**src/gcl_pkg.sv**
```systemverilog
// Shared constants, types and a helper function for the gradient color lookup.
package gcl_pkg;

    // Stop table geometry.
    localparam int TABLE_SIZE    = 7;
    localparam int MAX_STOPS     = 7;
    localparam int IDX_W         = 3;
    localparam int CNT_W         = 3;
    localparam int STOP_W        = 48;
    localparam int STOP_POS_LSB  = 32;
    localparam int POS_FIELD_W   = 16;
    localparam int POS_BITS_DEF  = 16;

    // Color channels: red, green, blue, alpha from the top byte down.
    localparam int CH_W          = 8;
    localparam int CH_COUNT      = 4;

    // Interpolation fraction: Q16, so it spans 0 to 65536 and needs 17 bits.
    localparam int FRAC_BITS     = 16;
    localparam int Q_BITS        = FRAC_BITS + 1;
    localparam int ROUND_HALF    = 1 << (FRAC_BITS - 1);
    localparam int PROD_W        = CH_W + 1 + Q_BITS + 1;

    // Queue between the classifier and the interpolator.
    localparam int QUEUE_DEPTH   = 4;

    // Register port.
    localparam int APB_ADDR_W    = 6;
    localparam int APB_DATA_W    = 64;
    localparam int REG_SEL_LSB   = 3;

    typedef logic [STOP_W-1:0]                 t_stop_word;
    typedef t_stop_word [TABLE_SIZE-1:0]       t_stop_table;

    // Register indexes of the configuration port.
    typedef enum logic [IDX_W-1:0] {
        REG_STOP_COUNT = 3'd0,
        REG_STOP_0     = 3'd1,
        REG_STOP_1     = 3'd2,
        REG_STOP_2     = 3'd3,
        REG_STOP_3     = 3'd4,
        REG_STOP_4     = 3'd5,
        REG_STOP_5     = 3'd6,
        REG_STOP_6     = 3'd7
    } t_reg_index;

    // Reset contents of the registers.
    localparam logic [CNT_W-1:0] COUNT_RESET = 3'd2;
    localparam t_stop_word       STOP0_RESET = 48'h0000_FFFF_FFFF;
    localparam t_stop_word       STOP1_RESET = 48'hFFFF_FFFF_FFFF;

    // Queue occupancy flags seen by both sides of the queue.
    typedef struct packed {
        logic full;
        logic empty;
    } t_fifo_status;

    // One color channel of a stop word; channel 0 is red.
    function automatic logic [CH_W-1:0] chan_of(input t_stop_word w, input int c);
        logic [CH_W-1:0] v;
        v = w[(CH_COUNT - 1 - c) * CH_W +: CH_W];
        return v;
    endfunction

endpackage

```
**src/gcl_front.sv**
```systemverilog
// Classifier: finds the end case or the gradient segment for each position word.
module gcl_front import gcl_pkg::*; #(
    parameter int POSITION_BITS = POS_BITS_DEF
) (
    input  logic                     i_clk,
    input  logic                     i_rst_n,
    input  logic                     i_valid,
    output logic                     o_stall,
    input  logic [POS_FIELD_W-1:0]   i_position,
    input  logic [CNT_W-1:0]         i_stop_count,
    input  t_stop_table              i_stops,
    input  t_fifo_status             i_queue,
    output logic                     o_push,
    output logic                     o_dir,
    output logic [IDX_W-1:0]         o_idx,
    output logic [POSITION_BITS-1:0] o_x,
    output logic [POSITION_BITS-1:0] o_d
);

    logic [POSITION_BITS-1:0] spos [TABLE_SIZE];
    logic [POSITION_BITS-1:0] pos_in;
    logic [TABLE_SIZE-1:0]    n_ge;
    logic [TABLE_SIZE-1:0]    n_le;
    logic [CNT_W-1:0]         n_count;
    logic                     fe;

    logic                     r_f1_v;
    logic [POSITION_BITS-1:0] r_p;
    logic [TABLE_SIZE-1:0]    r_ge;
    logic [TABLE_SIZE-1:0]    r_le;
    logic [IDX_W-1:0]         r_last;
    logic                     r_one;

    logic                     seg_found;
    logic [IDX_W-1:0]         seg_idx;
    logic [IDX_W-1:0]         seg_nx;
    logic                     n_dir;
    logic [IDX_W-1:0]         n_idx;

    logic                     r_f2_v;
    logic                     r_dir;
    logic [IDX_W-1:0]         r_idx;
    logic [POSITION_BITS-1:0] r_x;
    logic [POSITION_BITS-1:0] r_d;

    // The front advances unless a finished word is waiting on a full queue.
    assign fe      = !(r_f2_v && i_queue.full);
    assign o_stall = !fe;
    assign o_push  = r_f2_v && !i_queue.full;

    // Compare the position against every stop position in parallel.
    always_comb begin
        pos_in = i_position[POSITION_BITS-1:0];
        for (int k = 0; k < TABLE_SIZE; k++) begin
            spos[k] = i_stops[k][STOP_POS_LSB +: POSITION_BITS];
            n_ge[k] = pos_in >= spos[k];
            n_le[k] = pos_in <= spos[k];
        end
        if (i_stop_count == '0) begin
            n_count = CNT_W'(1);
        end else if (i_stop_count > CNT_W'(MAX_STOPS)) begin
            n_count = CNT_W'(MAX_STOPS);
        end else begin
            n_count = i_stop_count;
        end
    end

    always_ff @(posedge i_clk) begin
        if (!i_rst_n) begin
            r_f1_v <= 1'b0;
        end else if (fe) begin
            r_f1_v <= i_valid;
        end
    end

    always_ff @(posedge i_clk) begin
        if (fe) begin
            r_p    <= pos_in;
            r_ge   <= n_ge;
            r_le   <= n_le;
            r_last <= n_count - IDX_W'(1);
            r_one  <= n_count == CNT_W'(1);
        end
    end

    // Pick the end case or the first segment that holds the position.
    always_comb begin
        seg_found = 1'b0;
        seg_idx   = '0;
        for (int i = 0; i < TABLE_SIZE - 1; i++) begin
            if (!seg_found && r_ge[i] && r_le[i+1] && (IDX_W'(i) < r_last)) begin
                seg_found = 1'b1;
                seg_idx   = IDX_W'(i);
            end
        end
        seg_nx = seg_idx + IDX_W'(1);
        if (r_one || r_le[0]) begin
            n_dir = 1'b1;
            n_idx = '0;
        end else if (r_ge[r_last]) begin
            n_dir = 1'b1;
            n_idx = r_last;
        end else if (seg_found) begin
            n_dir = 1'b0;
            n_idx = seg_idx;
        end else begin
            n_dir = 1'b1;
            n_idx = r_last;
        end
    end

    always_ff @(posedge i_clk) begin
        if (!i_rst_n) begin
            r_f2_v <= 1'b0;
        end else if (fe) begin
            r_f2_v <= r_f1_v;
        end
    end

    always_ff @(posedge i_clk) begin
        if (fe) begin
            r_dir <= n_dir;
            r_idx <= n_idx;
            r_x   <= r_p - spos[seg_idx];
            r_d   <= spos[seg_nx] - spos[seg_idx];
        end
    end

    assign o_dir = r_dir;
    assign o_idx = r_idx;
    assign o_x   = r_x;
    assign o_d   = r_d;

endmodule

```
**src/gcl_fifo.sv**
```systemverilog
// Short word queue between the classifier and the interpolator.
module gcl_fifo import gcl_pkg::*; #(
    parameter int WIDTH = 1
) (
    input  logic             i_clk,
    input  logic             i_rst_n,
    input  logic             i_push,
    input  logic [WIDTH-1:0] i_wdata,
    input  logic             i_pop,
    output logic [WIDTH-1:0] o_rdata,
    output t_fifo_status     o_status
);

    localparam int PTR_W  = $clog2(QUEUE_DEPTH);
    localparam int QCNT_W = $clog2(QUEUE_DEPTH + 1);

    logic [WIDTH-1:0]  r_entries [QUEUE_DEPTH];
    logic [PTR_W-1:0]  r_wptr;
    logic [PTR_W-1:0]  r_rptr;
    logic [QCNT_W-1:0] r_count;

    // Pointers and fill count.
    always_ff @(posedge i_clk) begin
        if (!i_rst_n) begin
            r_wptr  <= '0;
            r_rptr  <= '0;
            r_count <= '0;
        end else begin
            if (i_push) begin
                r_wptr <= r_wptr + PTR_W'(1);
            end
            if (i_pop) begin
                r_rptr <= r_rptr + PTR_W'(1);
            end
            if (i_push && !i_pop) begin
                r_count <= r_count + QCNT_W'(1);
            end else if (i_pop && !i_push) begin
                r_count <= r_count - QCNT_W'(1);
            end
        end
    end

    // Storage for the queued words.
    always_ff @(posedge i_clk) begin
        if (i_push) begin
            r_entries[r_wptr] <= i_wdata;
        end
    end

    assign o_rdata        = r_entries[r_rptr];
    assign o_status.full  = r_count == QCNT_W'(QUEUE_DEPTH);
    assign o_status.empty = r_count == '0;

    a_no_overflow: assert property (@(posedge i_clk) disable iff (!i_rst_n)
        i_push |-> !o_status.full)
        else $error("queue written while full");

    a_no_underflow: assert property (@(posedge i_clk) disable iff (!i_rst_n)
        i_pop |-> !o_status.empty)
        else $error("queue read while empty");

    a_count_bound: assert property (@(posedge i_clk) disable iff (!i_rst_n)
        r_count <= QCNT_W'(QUEUE_DEPTH))
        else $error("queue fill count beyond depth");

endmodule

```
**src/gcl_back.sv**
```systemverilog
// Interpolator: pipelined fraction divider, channel multiply and output register.
module gcl_back import gcl_pkg::*; #(
    parameter int POSITION_BITS = POS_BITS_DEF
) (
    input  logic                             i_clk,
    input  logic                             i_rst_n,
    input  logic [IDX_W+2*POSITION_BITS:0]   i_job,
    input  t_fifo_status                     i_queue,
    output logic                             o_pop,
    input  t_stop_table                      i_stops,
    output logic                             o_valid,
    input  logic                             i_stall,
    output logic [CH_W-1:0]                  o_red,
    output logic [CH_W-1:0]                  o_green,
    output logic [CH_W-1:0]                  o_blue,
    output logic [CH_W-1:0]                  o_alpha
);

    localparam int PB    = POSITION_BITS;
    localparam int JOB_W = IDX_W + 2 * PB + 1;
    localparam int NUM_W = PB + FRAC_BITS;

    logic                 be;
    logic                 job_dir;
    logic [IDX_W-1:0]     job_idx;
    logic [PB-1:0]        job_x;
    logic [PB-1:0]        job_d;
    logic [NUM_W-1:0]     job_num;

    // Divider stages: stage 0 is loaded from the queue, stage Q_BITS holds the quotient.
    logic [Q_BITS:0]      r_v;
    logic                 r_dir  [Q_BITS+1];
    logic [IDX_W-1:0]     r_idx  [Q_BITS+1];
    logic [PB-1:0]        r_d    [Q_BITS+1];
    logic [Q_BITS-1:0]    r_q    [Q_BITS+1];
    logic [PB-1:0]        r_rem  [Q_BITS];
    logic [Q_BITS-1:0]    r_low  [Q_BITS];

    logic [PB:0]          trial  [Q_BITS];
    logic [PB:0]          sub    [Q_BITS];
    logic                 qbit   [Q_BITS];
    logic [PB-1:0]        n_rem  [Q_BITS];

    logic [Q_BITS-1:0]    t_fin;
    logic [IDX_W-1:0]     hi_idx;
    logic [CH_W-1:0]      m_lo   [CH_COUNT];
    logic [CH_W-1:0]      m_hi   [CH_COUNT];
    logic signed [CH_W:0] m_diff [CH_COUNT];
    logic signed [PROD_W-1:0] m_prod [CH_COUNT];

    logic                 r_m_v;
    logic [CH_W-1:0]      r_m_lo   [CH_COUNT];
    logic signed [PROD_W-1:0] r_m_prod [CH_COUNT];

    logic signed [PROD_W:0] y_sum  [CH_COUNT];
    logic signed [PROD_W:0] y_sh   [CH_COUNT];
    logic [CH_W-1:0]      n_ch   [CH_COUNT];

    logic                 r_out_v;
    logic [CH_W-1:0]      r_ch   [CH_COUNT];

    // The whole back end holds while a result waits on a stalled output.
    assign be    = !(r_out_v && i_stall);
    assign o_pop = be && !i_queue.empty;

    // Unpack the queued word and build the rounded dividend.
    always_comb begin
        job_dir = i_job[JOB_W-1];
        job_idx = i_job[JOB_W-2 -: IDX_W];
        job_x   = i_job[2*PB-1 -: PB];
        job_d   = i_job[PB-1:0];
        job_num = {job_x, {FRAC_BITS{1'b0}}} + NUM_W'(job_d >> 1);
    end

    // One restoring division step per stage.
    always_comb begin
        for (int s = 0; s < Q_BITS; s++) begin
            trial[s] = {r_rem[s], r_low[s][Q_BITS-1]};
            sub[s]   = trial[s] - {1'b0, r_d[s]};
            qbit[s]  = trial[s] >= {1'b0, r_d[s]};
            n_rem[s] = qbit[s] ? sub[s][PB-1:0] : trial[s][PB-1:0];
        end
    end

    always_ff @(posedge i_clk) begin
        if (!i_rst_n) begin
            r_v <= '0;
        end else if (be) begin
            r_v <= {r_v[Q_BITS-1:0], o_pop};
        end
    end

    always_ff @(posedge i_clk) begin
        if (be) begin
            r_dir[0] <= job_dir;
            r_idx[0] <= job_idx;
            r_d[0]   <= job_d;
            r_q[0]   <= '0;
            r_rem[0] <= {1'b0, job_num[NUM_W-1:Q_BITS]};
            r_low[0] <= job_num[Q_BITS-1:0];
            for (int s = 0; s < Q_BITS; s++) begin
                r_dir[s+1] <= r_dir[s];
                r_idx[s+1] <= r_idx[s];
                r_d[s+1]   <= r_d[s];
                r_q[s+1]   <= {r_q[s][Q_BITS-2:0], qbit[s]};
                if (s + 1 < Q_BITS) begin
                    r_rem[s+1] <= n_rem[s];
                    r_low[s+1] <= {r_low[s][Q_BITS-2:0], 1'b0};
                end
            end
        end
    end

    // Channel products: the difference of the two stop colors times the fraction.
    // A direct stop color and a zero-length segment use a fraction of zero.
    always_comb begin
        if (r_dir[Q_BITS] || (r_d[Q_BITS] == '0)) begin
            t_fin = '0;
        end else begin
            t_fin = r_q[Q_BITS];
        end
        hi_idx = r_dir[Q_BITS] ? r_idx[Q_BITS] : r_idx[Q_BITS] + IDX_W'(1);
        for (int c = 0; c < CH_COUNT; c++) begin
            m_lo[c]   = chan_of(i_stops[r_idx[Q_BITS]], c);
            m_hi[c]   = chan_of(i_stops[hi_idx], c);
            m_diff[c] = $signed({1'b0, m_hi[c]}) - $signed({1'b0, m_lo[c]});
            m_prod[c] = m_diff[c] * $signed({1'b0, t_fin});
        end
    end

    always_ff @(posedge i_clk) begin
        if (!i_rst_n) begin
            r_m_v <= 1'b0;
        end else if (be) begin
            r_m_v <= r_v[Q_BITS];
        end
    end

    always_ff @(posedge i_clk) begin
        if (be) begin
            for (int c = 0; c < CH_COUNT; c++) begin
                r_m_lo[c]   <= m_lo[c];
                r_m_prod[c] <= m_prod[c];
            end
        end
    end

    // Round the product to nearest and add it to the lower stop color.
    always_comb begin
        for (int c = 0; c < CH_COUNT; c++) begin
            y_sum[c] = r_m_prod[c] + $signed((PROD_W + 1)'(ROUND_HALF));
            y_sh[c]  = y_sum[c] >>> FRAC_BITS;
            n_ch[c]  = r_m_lo[c] + y_sh[c][CH_W-1:0];
        end
    end

    always_ff @(posedge i_clk) begin
        if (!i_rst_n) begin
            r_out_v <= 1'b0;
        end else if (be) begin
            r_out_v <= r_m_v;
        end
    end

    always_ff @(posedge i_clk) begin
        if (be && r_m_v) begin
            for (int c = 0; c < CH_COUNT; c++) begin
                r_ch[c] <= n_ch[c];
            end
        end
    end

    assign o_valid = r_out_v;
    assign o_red   = r_ch[0];
    assign o_green = r_ch[1];
    assign o_blue  = r_ch[2];
    assign o_alpha = r_ch[3];

    a_frac_bound: assert property (@(posedge i_clk) disable iff (!i_rst_n)
        (r_v[Q_BITS] && !r_dir[Q_BITS] && (r_d[Q_BITS] != '0))
            |-> (r_q[Q_BITS] <= Q_BITS'(1 << FRAC_BITS)))
        else $error("interpolation fraction above one");

    a_freeze_on_stall: assert property (@(posedge i_clk) disable iff (!i_rst_n)
        (r_out_v && i_stall) |=> ($stable(r_v) && $stable(r_m_v)))
        else $error("back pipeline moved while the output was stalled");

    a_pop_loads_stage: assert property (@(posedge i_clk) disable iff (!i_rst_n)
        o_pop |=> r_v[0])
        else $error("word taken from the queue was lost");

endmodule

```
**src/gradient_color_lookup_top.sv**
```systemverilog
// Top level of the gradient color lookup: register port, classifier, queue, interpolator.
//
//  Channel   Direction  Handshake                  Word
//  input     in         i_valid / o_stall          i_position
//  output    out        o_valid / i_stall          o_red, o_green, o_blue, o_alpha
//  config    in         psel, penable, pwrite      paddr, pwdata, prdata (48-bit stop words on a 64-bit bus)
//
// One position word is taken per cycle and one color word leaves per cycle while nothing stalls.
// A result passes through the classifier registers, the queue, the 17-stage fraction
// divider, the product register and the output register; the divider is most of that path.
// A four-word queue parts the classifier from the interpolator, so each side holds
// on its own; a stalled output freezes the interpolator and fills the queue first.
// Reset is synchronous and active low and loads the stop table with opaque white.
module gradient_color_lookup_top import gcl_pkg::*; #(
    parameter int POSITION_BITS = POS_BITS_DEF
) (
    input  logic                   i_clk,
    input  logic                   i_rst_n,
    input  logic                   i_valid,
    output logic                   o_stall,
    input  logic [POS_FIELD_W-1:0] i_position,
    output logic                   o_valid,
    input  logic                   i_stall,
    output logic [CH_W-1:0]        o_red,
    output logic [CH_W-1:0]        o_green,
    output logic [CH_W-1:0]        o_blue,
    output logic [CH_W-1:0]        o_alpha,
    input  logic                   psel,
    input  logic                   penable,
    input  logic                   pwrite,
    input  logic [APB_ADDR_W-1:0]  paddr,
    input  logic [APB_DATA_W-1:0]  pwdata,
    output logic [APB_DATA_W-1:0]  prdata,
    output logic                   pready
);

    localparam int JOB_W = IDX_W + 2 * POSITION_BITS + 1;

    // Stop table after reset: the first two stops are opaque white, the rest zero.
    localparam t_stop_table STOPS_RESET =
        {{((TABLE_SIZE - 2) * STOP_W){1'b0}}, STOP1_RESET, STOP0_RESET};

    logic [CNT_W-1:0]         r_stop_count;
    t_stop_table              r_stops;
    t_reg_index               reg_sel;
    logic                     cfg_wr;

    logic                     push;
    logic                     pop;
    logic                     f_dir;
    logic [IDX_W-1:0]         f_idx;
    logic [POSITION_BITS-1:0] f_x;
    logic [POSITION_BITS-1:0] f_d;
    logic [JOB_W-1:0]         q_rdata;
    t_fifo_status             q_status;

    // Register port: zero wait states, write on the access cycle.
    assign pready  = 1'b1;
    assign reg_sel = t_reg_index'(paddr[REG_SEL_LSB +: IDX_W]);
    assign cfg_wr  = psel && penable && pwrite && pready;

    always_ff @(posedge i_clk) begin
        if (!i_rst_n) begin
            r_stop_count <= COUNT_RESET;
            r_stops      <= STOPS_RESET;
        end else if (cfg_wr) begin
            if (reg_sel == REG_STOP_COUNT) begin
                r_stop_count <= pwdata[CNT_W-1:0];
            end else begin
                r_stops[reg_sel - IDX_W'(REG_STOP_0)] <= pwdata[STOP_W-1:0];
            end
        end
    end

    // Read back of the register selected by the address.
    always_comb begin
        case (reg_sel)
            REG_STOP_COUNT: prdata = APB_DATA_W'(r_stop_count);
            REG_STOP_0:     prdata = APB_DATA_W'(r_stops[0]);
            REG_STOP_1:     prdata = APB_DATA_W'(r_stops[1]);
            REG_STOP_2:     prdata = APB_DATA_W'(r_stops[2]);
            REG_STOP_3:     prdata = APB_DATA_W'(r_stops[3]);
            REG_STOP_4:     prdata = APB_DATA_W'(r_stops[4]);
            REG_STOP_5:     prdata = APB_DATA_W'(r_stops[5]);
            REG_STOP_6:     prdata = APB_DATA_W'(r_stops[6]);
            default:        prdata = '0;
        endcase
    end

    // Classifier.
    gcl_front #(
        .POSITION_BITS (POSITION_BITS)
    ) u_front (
        .i_clk        (i_clk),
        .i_rst_n      (i_rst_n),
        .i_valid      (i_valid),
        .o_stall      (o_stall),
        .i_position   (i_position),
        .i_stop_count (r_stop_count),
        .i_stops      (r_stops),
        .i_queue      (q_status),
        .o_push       (push),
        .o_dir        (f_dir),
        .o_idx        (f_idx),
        .o_x          (f_x),
        .o_d          (f_d)
    );

    // Queue of classified words.
    gcl_fifo #(
        .WIDTH (JOB_W)
    ) u_fifo (
        .i_clk    (i_clk),
        .i_rst_n  (i_rst_n),
        .i_push   (push),
        .i_wdata  ({f_dir, f_idx, f_x, f_d}),
        .i_pop    (pop),
        .o_rdata  (q_rdata),
        .o_status (q_status)
    );

    // Interpolator.
    gcl_back #(
        .POSITION_BITS (POSITION_BITS)
    ) u_back (
        .i_clk   (i_clk),
        .i_rst_n (i_rst_n),
        .i_job   (q_rdata),
        .i_queue (q_status),
        .o_pop   (pop),
        .i_stops (r_stops),
        .o_valid (o_valid),
        .i_stall (i_stall),
        .o_red   (o_red),
        .o_green (o_green),
        .o_blue  (o_blue),
        .o_alpha (o_alpha)
    );

endmodule

```
**config.mk**
```make
export PLATFORM = sky130hd
export DESIGN_NAME = gradient_color_lookup_top
export DESIGN_NICKNAME = d
export VERILOG_FILES = /design/src/gcl_pkg.sv /design/src/gcl_front.sv /design/src/gcl_fifo.sv /design/src/gcl_back.sv /design/src/gradient_color_lookup_top.sv
export SDC_FILE = /design/constraint.sdc
export NUM_CORES = 2
export LEC_CHECK = 0
export BUFFER_PORTS_ARGS = -buffer_cell sky130_fd_sc_hd__buf_2
export CORE_ASPECT_RATIO = 1.1
export CORE_MARGIN = 3
export CORE_UTILIZATION = 50
export DETAILED_ROUTE_END_ITERATION = 10
export HOLD_SLACK_MARGIN = 0.15
export PLACE_DENSITY = 0.79
export SLEW_MARGIN = 40
export SYNTH_ARGS = -nofsm -noshare
export SYNTH_HDL_FRONTEND = slang
export SYNTH_HIERARCHICAL = 1
export SYNTH_SLANG_ARGS = --single-unit
```
**constraint.sdc**
```tcl
create_clock -name i_clk -period 25.7 [get_ports i_clk]
set_input_delay 1.285 -clock i_clk [delete_from_list [all_inputs] [get_ports i_clk]]
set_output_delay 1.285 -clock i_clk [all_outputs]
set_load 0.005 [all_outputs]
```
; Yosys cells after proc, flatten, opt, wreduce, memory -nomap -nowiden
; Memory sizes are Yosys's and may differ from the RTL's. A register that Yosys moved wholly into a read port is not among the register bits.
; Index checks and enable logic that the tools add are counted.
[op_classes]
reduce_logical = 47
muxes = 59
shift = 0
order_cmp = 45
bitwise_logic = 3
addsub = 39
div_mod_pow = 0
n_eq_ne = 9
n_mul = 4
[op_table]
columns = operator, n
row1 = 64-bit one-hot mux with 8 select lines, 1
row2 = 336-bit bitwise mux, 1
row3 = 16-bit two-way mux, 20
row4 = 17-bit by 16-bit >= comparator with 1-bit output, 17
row5 = 48-bit binary-select mux with 3-bit select, 2
row6 = 16-bit subtractor, 18
row7 = 48-bit demux with 3-bit select, 1
row8 = 16-bit >= comparator, 7
row9 = 16-bit less-or-equal comparator, 7
row10 = 9-bit by 18-bit multiplier with 27-bit output, 4
row11 = "24-bit by 17-bit adder with 24-bit output, second input constant", 4
row12 = 16-bit binary-select mux with 3-bit select, 2
row13 = 32-bit two-way mux, 2
row14 = 48-bit two-way mux, 1
row15 = 8-bit by 8-bit subtractor with 9-bit output, 4
row16 = 32-bit by 15-bit adder with 32-bit output, 1
row17 = 8-bit adder, 4
row18 = 1-bit logical AND, 27
row19 = 3-bit two-way mux, 9
row20 = 17-bit two-way mux, 1
row21 = 16-bit zero test, 1
row22 = "3-bit by 4-bit < comparator with 1-bit output, second input constant", 4
row23 = "3-bit == test, second input constant", 5
row24 = 1-bit two-way mux, 14
row25 = 21 further kinds, 49
[totals]
out_inout_bits = 99
mem_bits_rw = 1543
memories = 10
register_bits = 438
elab_cells = 241
mem_bits_ro = 0
latch_bits = 0
input_bits = 93
[memory_table]
columns = name, words, width, rd, rd_ports_with_merged_regs, wr, line
row1 = u_back.r_q, 18, 17, 18, 0, 18, gcl_back.sv:35  ; logic [Q_BITS-1:0] r_q [Q_BITS+1];
row2 = u_back.r_low, 17, 17, 17, 0, 17, gcl_back.sv:37  ; logic [Q_BITS-1:0] r_low [Q_BITS];
row3 = u_back.r_d, 18, 16, 18, 0, 18, gcl_back.sv:34  ; logic [PB-1:0] r_d [Q_BITS+1];
row4 = u_back.r_rem, 17, 16, 17, 0, 17, gcl_back.sv:36  ; logic [PB-1:0] r_rem [Q_BITS];
row5 = u_fifo.r_entries, 4, 36, 1, 1, 1, gcl_fifo.sv:17  ; logic [WIDTH-1:0] r_entries [QUEUE_DEPTH];
row6 = u_back.r_m_prod, 4, 27, 4, 0, 4, gcl_back.sv:53  ; logic signed [PROD_W-1:0] r_m_prod [CH_COUNT];
row7 = 4 more memories, --, --, --, --, --, --

; Longest topological paths before layout
[logic_depth]
word_depth = 34
depth_mapped = 39
depth_no_buf = 37

; Modules after synthesis
; The synthesis kept the hierarchy.
[modules_own_cells]
columns = module, n_inst, area_each_um2, cells_per_inst, seq_area_each_um2
row1 = gcl_back, 1, 65678.0, 5924, 26975.9
row2 = gradient_color_lookup_top, 1, 14619.0, 1531, 6786.5
row3 = gcl_front, 1, 8762.2, 1018, 2142.1
row4 = gcl_fifo, 1, 5694.2, 231, 4504.3

; Worst setup path after synthesis
; Ideal clock, no wire load.
[synth_path]
path_kind = input to register
startpoint = in i_stall
endpoint = mem u_back.r_ch[0][0], enable pin
path_stages = 4
setup_ps = 392
path_buffers = 1
t_required_ps = 25308
arrival_time_ps = 27329
path_slack_ps = -2021
path_cell_list = and2_0 -> inv_1 -> clkbuf_1 -> and2_1
[synth_rtl]
columns = element, line
row1 = from (decl), gradient_color_lookup_top.sv:23  ; input logic i_stall,
row2 = to (decl), gcl_back.sv:60  ; logic [CH_W-1:0] r_ch [CH_COUNT];

==> out/qor.csv <==
stage,metric,value,unit
placed_design,number of input and output port buffers inserted,155,
logic_synthesis,top cell type by total area after synthesis,sky130_fd_sc_hd__edfxtp_1,
floorplanning,die height,463,microns
grt,maximum number of pins on one net before global-route repair,229,
logic_synthesis,Syn Inst Count,8704,
clock_tree,clock root buffer master,sky130_fd_sc_hd__clkbuf_16,
floorplanning,I/O pins,192,
logic_synthesis,cell types occupying the most area after synthesis,"sky130_fd_sc_hd__edfxtp_1 35%, sky130_fd_sc_hd__fa_1 9.4%, sky130_fd_sc_hd__ha_1 9.1%",
final_layout,area occupied by multi-input gates,49400,sq um
worst_setup_path,data arrival time of the critical path,11.37,ns
sta,post-route minimum period,10.87,ns
logic_synthesis,Synth Flop Type,sky130_fd_sc_hd__edfxtp_1,
worst_setup_path,maximum fanout count along the critical path,73,
logic_synthesis,number of flops mapped to enable cells by yosys,1099,
worst_setup_path,number of buffer and inverter stages on the critical path,7,
clock_tree,Clock H-tree levels,4,
clock_tree,clock transition at the register clock pins on the worst setup and hold paths after CTS,0.06,ns
placed_design,routability cong.,0.999,
sta,headroom to the max-slew limit,36.7,%
logic_synthesis,Unique masters post-synth,119,
worst_setup_path,CP Class,reg2reg,
clock_tree,TritonCTS clock tree,done,
clock_tree,cts bufs inserted,155,
worst_setup_path,crit path launch type,flop,
clock_tree,number of gates given a new drive strength after cts,0,
worst_setup_path,Slowest Stage Delay on Critical Path,0.77,ns
floorplanning,Initial Util,50.6,%
placed_design,Detail Placement HPWL,169,mm
clock_tree,Longest Clk Path Bufs,3,
logic_synthesis,library cell with the highest instance count after synthesis,sky130_fd_sc_hd__edfxtp_1,
logic_synthesis,list of most frequent post-synthesis cells,"1099 x sky130_fd_sc_hd__edfxtp_1, 910 x sky130_fd_sc_hd__inv_1, 781 x sky130_fd_sc_hd__nor2_1",
worst_setup_path,endpoint class of the critical path,flop,
grt,remaining global-route overflow,0,
floorplanning,Floorplan Core Area,187000,sq um
routing,number of nets still failing antenna checks after routing,0,
logic_synthesis,portion of the post-synthesis area used by sequential elements,42.6,%
grt,initial antenna violation count,17,
floorplanning,row count,166,
grt,number of global-route vias before repair,69465,
logic_synthesis,"Warnings, synthesis",6,
clock_tree,hold-fix buffer count after cts,0,
worst_setup_path,reg-to-reg setup timing slack,14.83,ns
clock_tree,Post-CTS Repair Setup Buffers,0,
routing,number of detailed-route iterations in the first pass,9,
clock_tree,worst-skew pair later-pin latency,0.81,ns
worst_setup_path,required time reported for the critical path endpoint,26.20,ns
run_status,status,completed,
floorplanning,die area,195000,sq um
sta,post-route clock skew,0.0649,ns
logic_synthesis,area share of the leading cell type in the synthesized netlist,34.8,%
routing,routed wire length per instance,21.3,microns
grt,GRT Overall Usage,24.4,%
routing,Final Routed Wirelength,244,mm
worst_setup_path,largest delay contributor family on the critical path,adder cells,
routing,count of unresolved DRC violations after routing,0,
sta,Final Slew Violations,0,
logic_synthesis,async set-or-reset flop fraction in the synthesized netlist,0,%
sta,Final period util,42.3,%
sta,unrepaired setup endpoints after global routing,false,
final_layout,number of fill cells in the layout,15219,
sta,FMAX,0.0920,GHz
final_layout,area used by sequential logic in the layout,40400,sq um
worst_setup_path,Crit-path slowest cell,sky130_fd_sc_hd__buf_4,
final_layout,net total in the final layout,9979,
logic_synthesis,#FFs+latches synth,1469,
logic_synthesis,Netlist Area Pre-Place,94800,sq um
routing,DRT iter0 DRCs,6175,
sta,actual slew at the worst max-slew pin,0.940,ns
worst_setup_path,most repeated library cell on the critical path,sky130_fd_sc_hd__fa_1,
final_layout,ratio of cells with drive above 1 in the final layout,10.8,%
flow_run,number of max-cap violations,0,
sta,# setup viols final,0,
sta,Setup TNS Final,0,ns
placed_design,setup slack at placement,15.13,ns
clock_tree,TritonCTS Sinks,1469,
routing,count of vias placed by the detailed router,67725,
sta,hold slack final,0.406,ns
floorplanning,horizontal extent of the die,421,microns
grt,global-route wire length before repair,379,mm
routing,detailed-route vias per instance,5.94,
sta,min setup slack post-route,14.83,ns
sta,final hold violation count,0,
final_layout,layout overhead on the synthesized area,9.13,%
logic_synthesis,"Avg Cell Area, Syn",10.9,sq um
worst_hold_path,classification of the worst-slack hold path,reg2reg,
## worst paths after layout
check,start,end,cells past startpoint
max reg2reg,u_back/r_idx[17][0],u_back/r_m_prod[3][23],34
max,u_back/r_idx[17][0],u_back/r_m_prod[3][23],34
min,u_back/r_q[14][3],u_back/r_q[15][4],0
min reg2reg,u_back/r_q[14][3],u_back/r_q[15][4],0
## cell families after synthesis
family          after synthesis  synth area share, %
xor+xnor                    358                 3.37
other cells                   2              0.00793
compound gates             1457                 10.2
simple gates               2292                 10.9
flops                      1469                 42.6
buf+inv                    1317                 5.52
mux                         665                 8.76
fa+ha+maj                  1144                 18.6
## area by class of cell
class | count | area share (%)
Tap cell | 2520 | 3.05
Timing Repair Buffer | 279 | 1.83
Multi-Input combinational cell | 5933 | 47.8
Clock buffer | 199 | 4.13
Antenna cell | 12 | 0.0290
Clock inverter | 83 | 0.805
Sequential cell | 1469 | 39.1
Inverter | 911 | 3.33
## per-layer routing
metal / GRT usage [%] / part of all wire (%) / vias up
li1: - / - / 30607
met1: 27.9 / 36 / 33178
met2: 42.0 / 49 / 3097
met3: 4.77 / 7.8 / 837
met4: 15.1 / 6.7 / 6
met5: 0 / 0.015 / -
## sequential cells by signal, summed over array words and instances, names as in the netlist, 32 cells and up, named ones only
name	count
r_stops	336
u_back/r_d	285
u_back/r_rem	271
u_back/r_q	153
u_fifo/r_entries	144
u_back/r_idx	54
u_back/r_m_prod	36
u_back/r_ch	32
u_back/r_m_lo	32
## stage by stage
| step | cell area, sq um | util, % | std cells |
|---|---|---|---|
| 2_1_floorplan | 94800 | - | 8719 |
| 4_1_cts | 103000 | 55.2 | 11393 |
| 3_3_place_gp | 98000 | 52.4 | 11104 |
| 5_1_grt | 103000 | 55.2 | 11401 |
| 6_report | 103000 | 55.3 | 11406 |
| 3_5_place_dp | 98200 | 52.5 | 11111 |
## layout by cell type (no fill, tap or decap), types with 57 or more instances in the layout
master / n
sky130_fd_sc_hd__nor2b_1: 103
sky130_fd_sc_hd__xnor2_1: 265
sky130_fd_sc_hd__inv_1: 909
sky130_fd_sc_hd__fa_1: 446
sky130_fd_sc_hd__o21ai_0: 262
sky130_fd_sc_hd__xor2_1: 86
sky130_fd_sc_hd__a221oi_1: 57
sky130_fd_sc_hd__edfxtp_1: 1099
sky130_fd_sc_hd__nor2_1: 777
sky130_fd_sc_hd__buf_2: 153
sky130_fd_sc_hd__nand2b_1: 130
sky130_fd_sc_hd__nand4_1: 73
sky130_fd_sc_hd__mux2_2: 179
sky130_fd_sc_hd__ha_1: 686
sky130_fd_sc_hd__clkbuf_16: 161
sky130_fd_sc_hd__a21oi_1: 462
sky130_fd_sc_hd__mux2i_1: 371
sky130_fd_sc_hd__nand3_1: 106
sky130_fd_sc_hd__mux4_2: 104
sky130_fd_sc_hd__nor3_1: 98
sky130_fd_sc_hd__dfxtp_1: 369
sky130_fd_sc_hd__nand2_1: 761
sky130_fd_sc_hd__buf_4: 103
sky130_fd_sc_hd__a21o_1: 117
sky130_fd_sc_hd__o211ai_1: 89
Power is not shown: default switching activity piles up to over one toggle a cycle in this logic, so the estimate is an artifact.
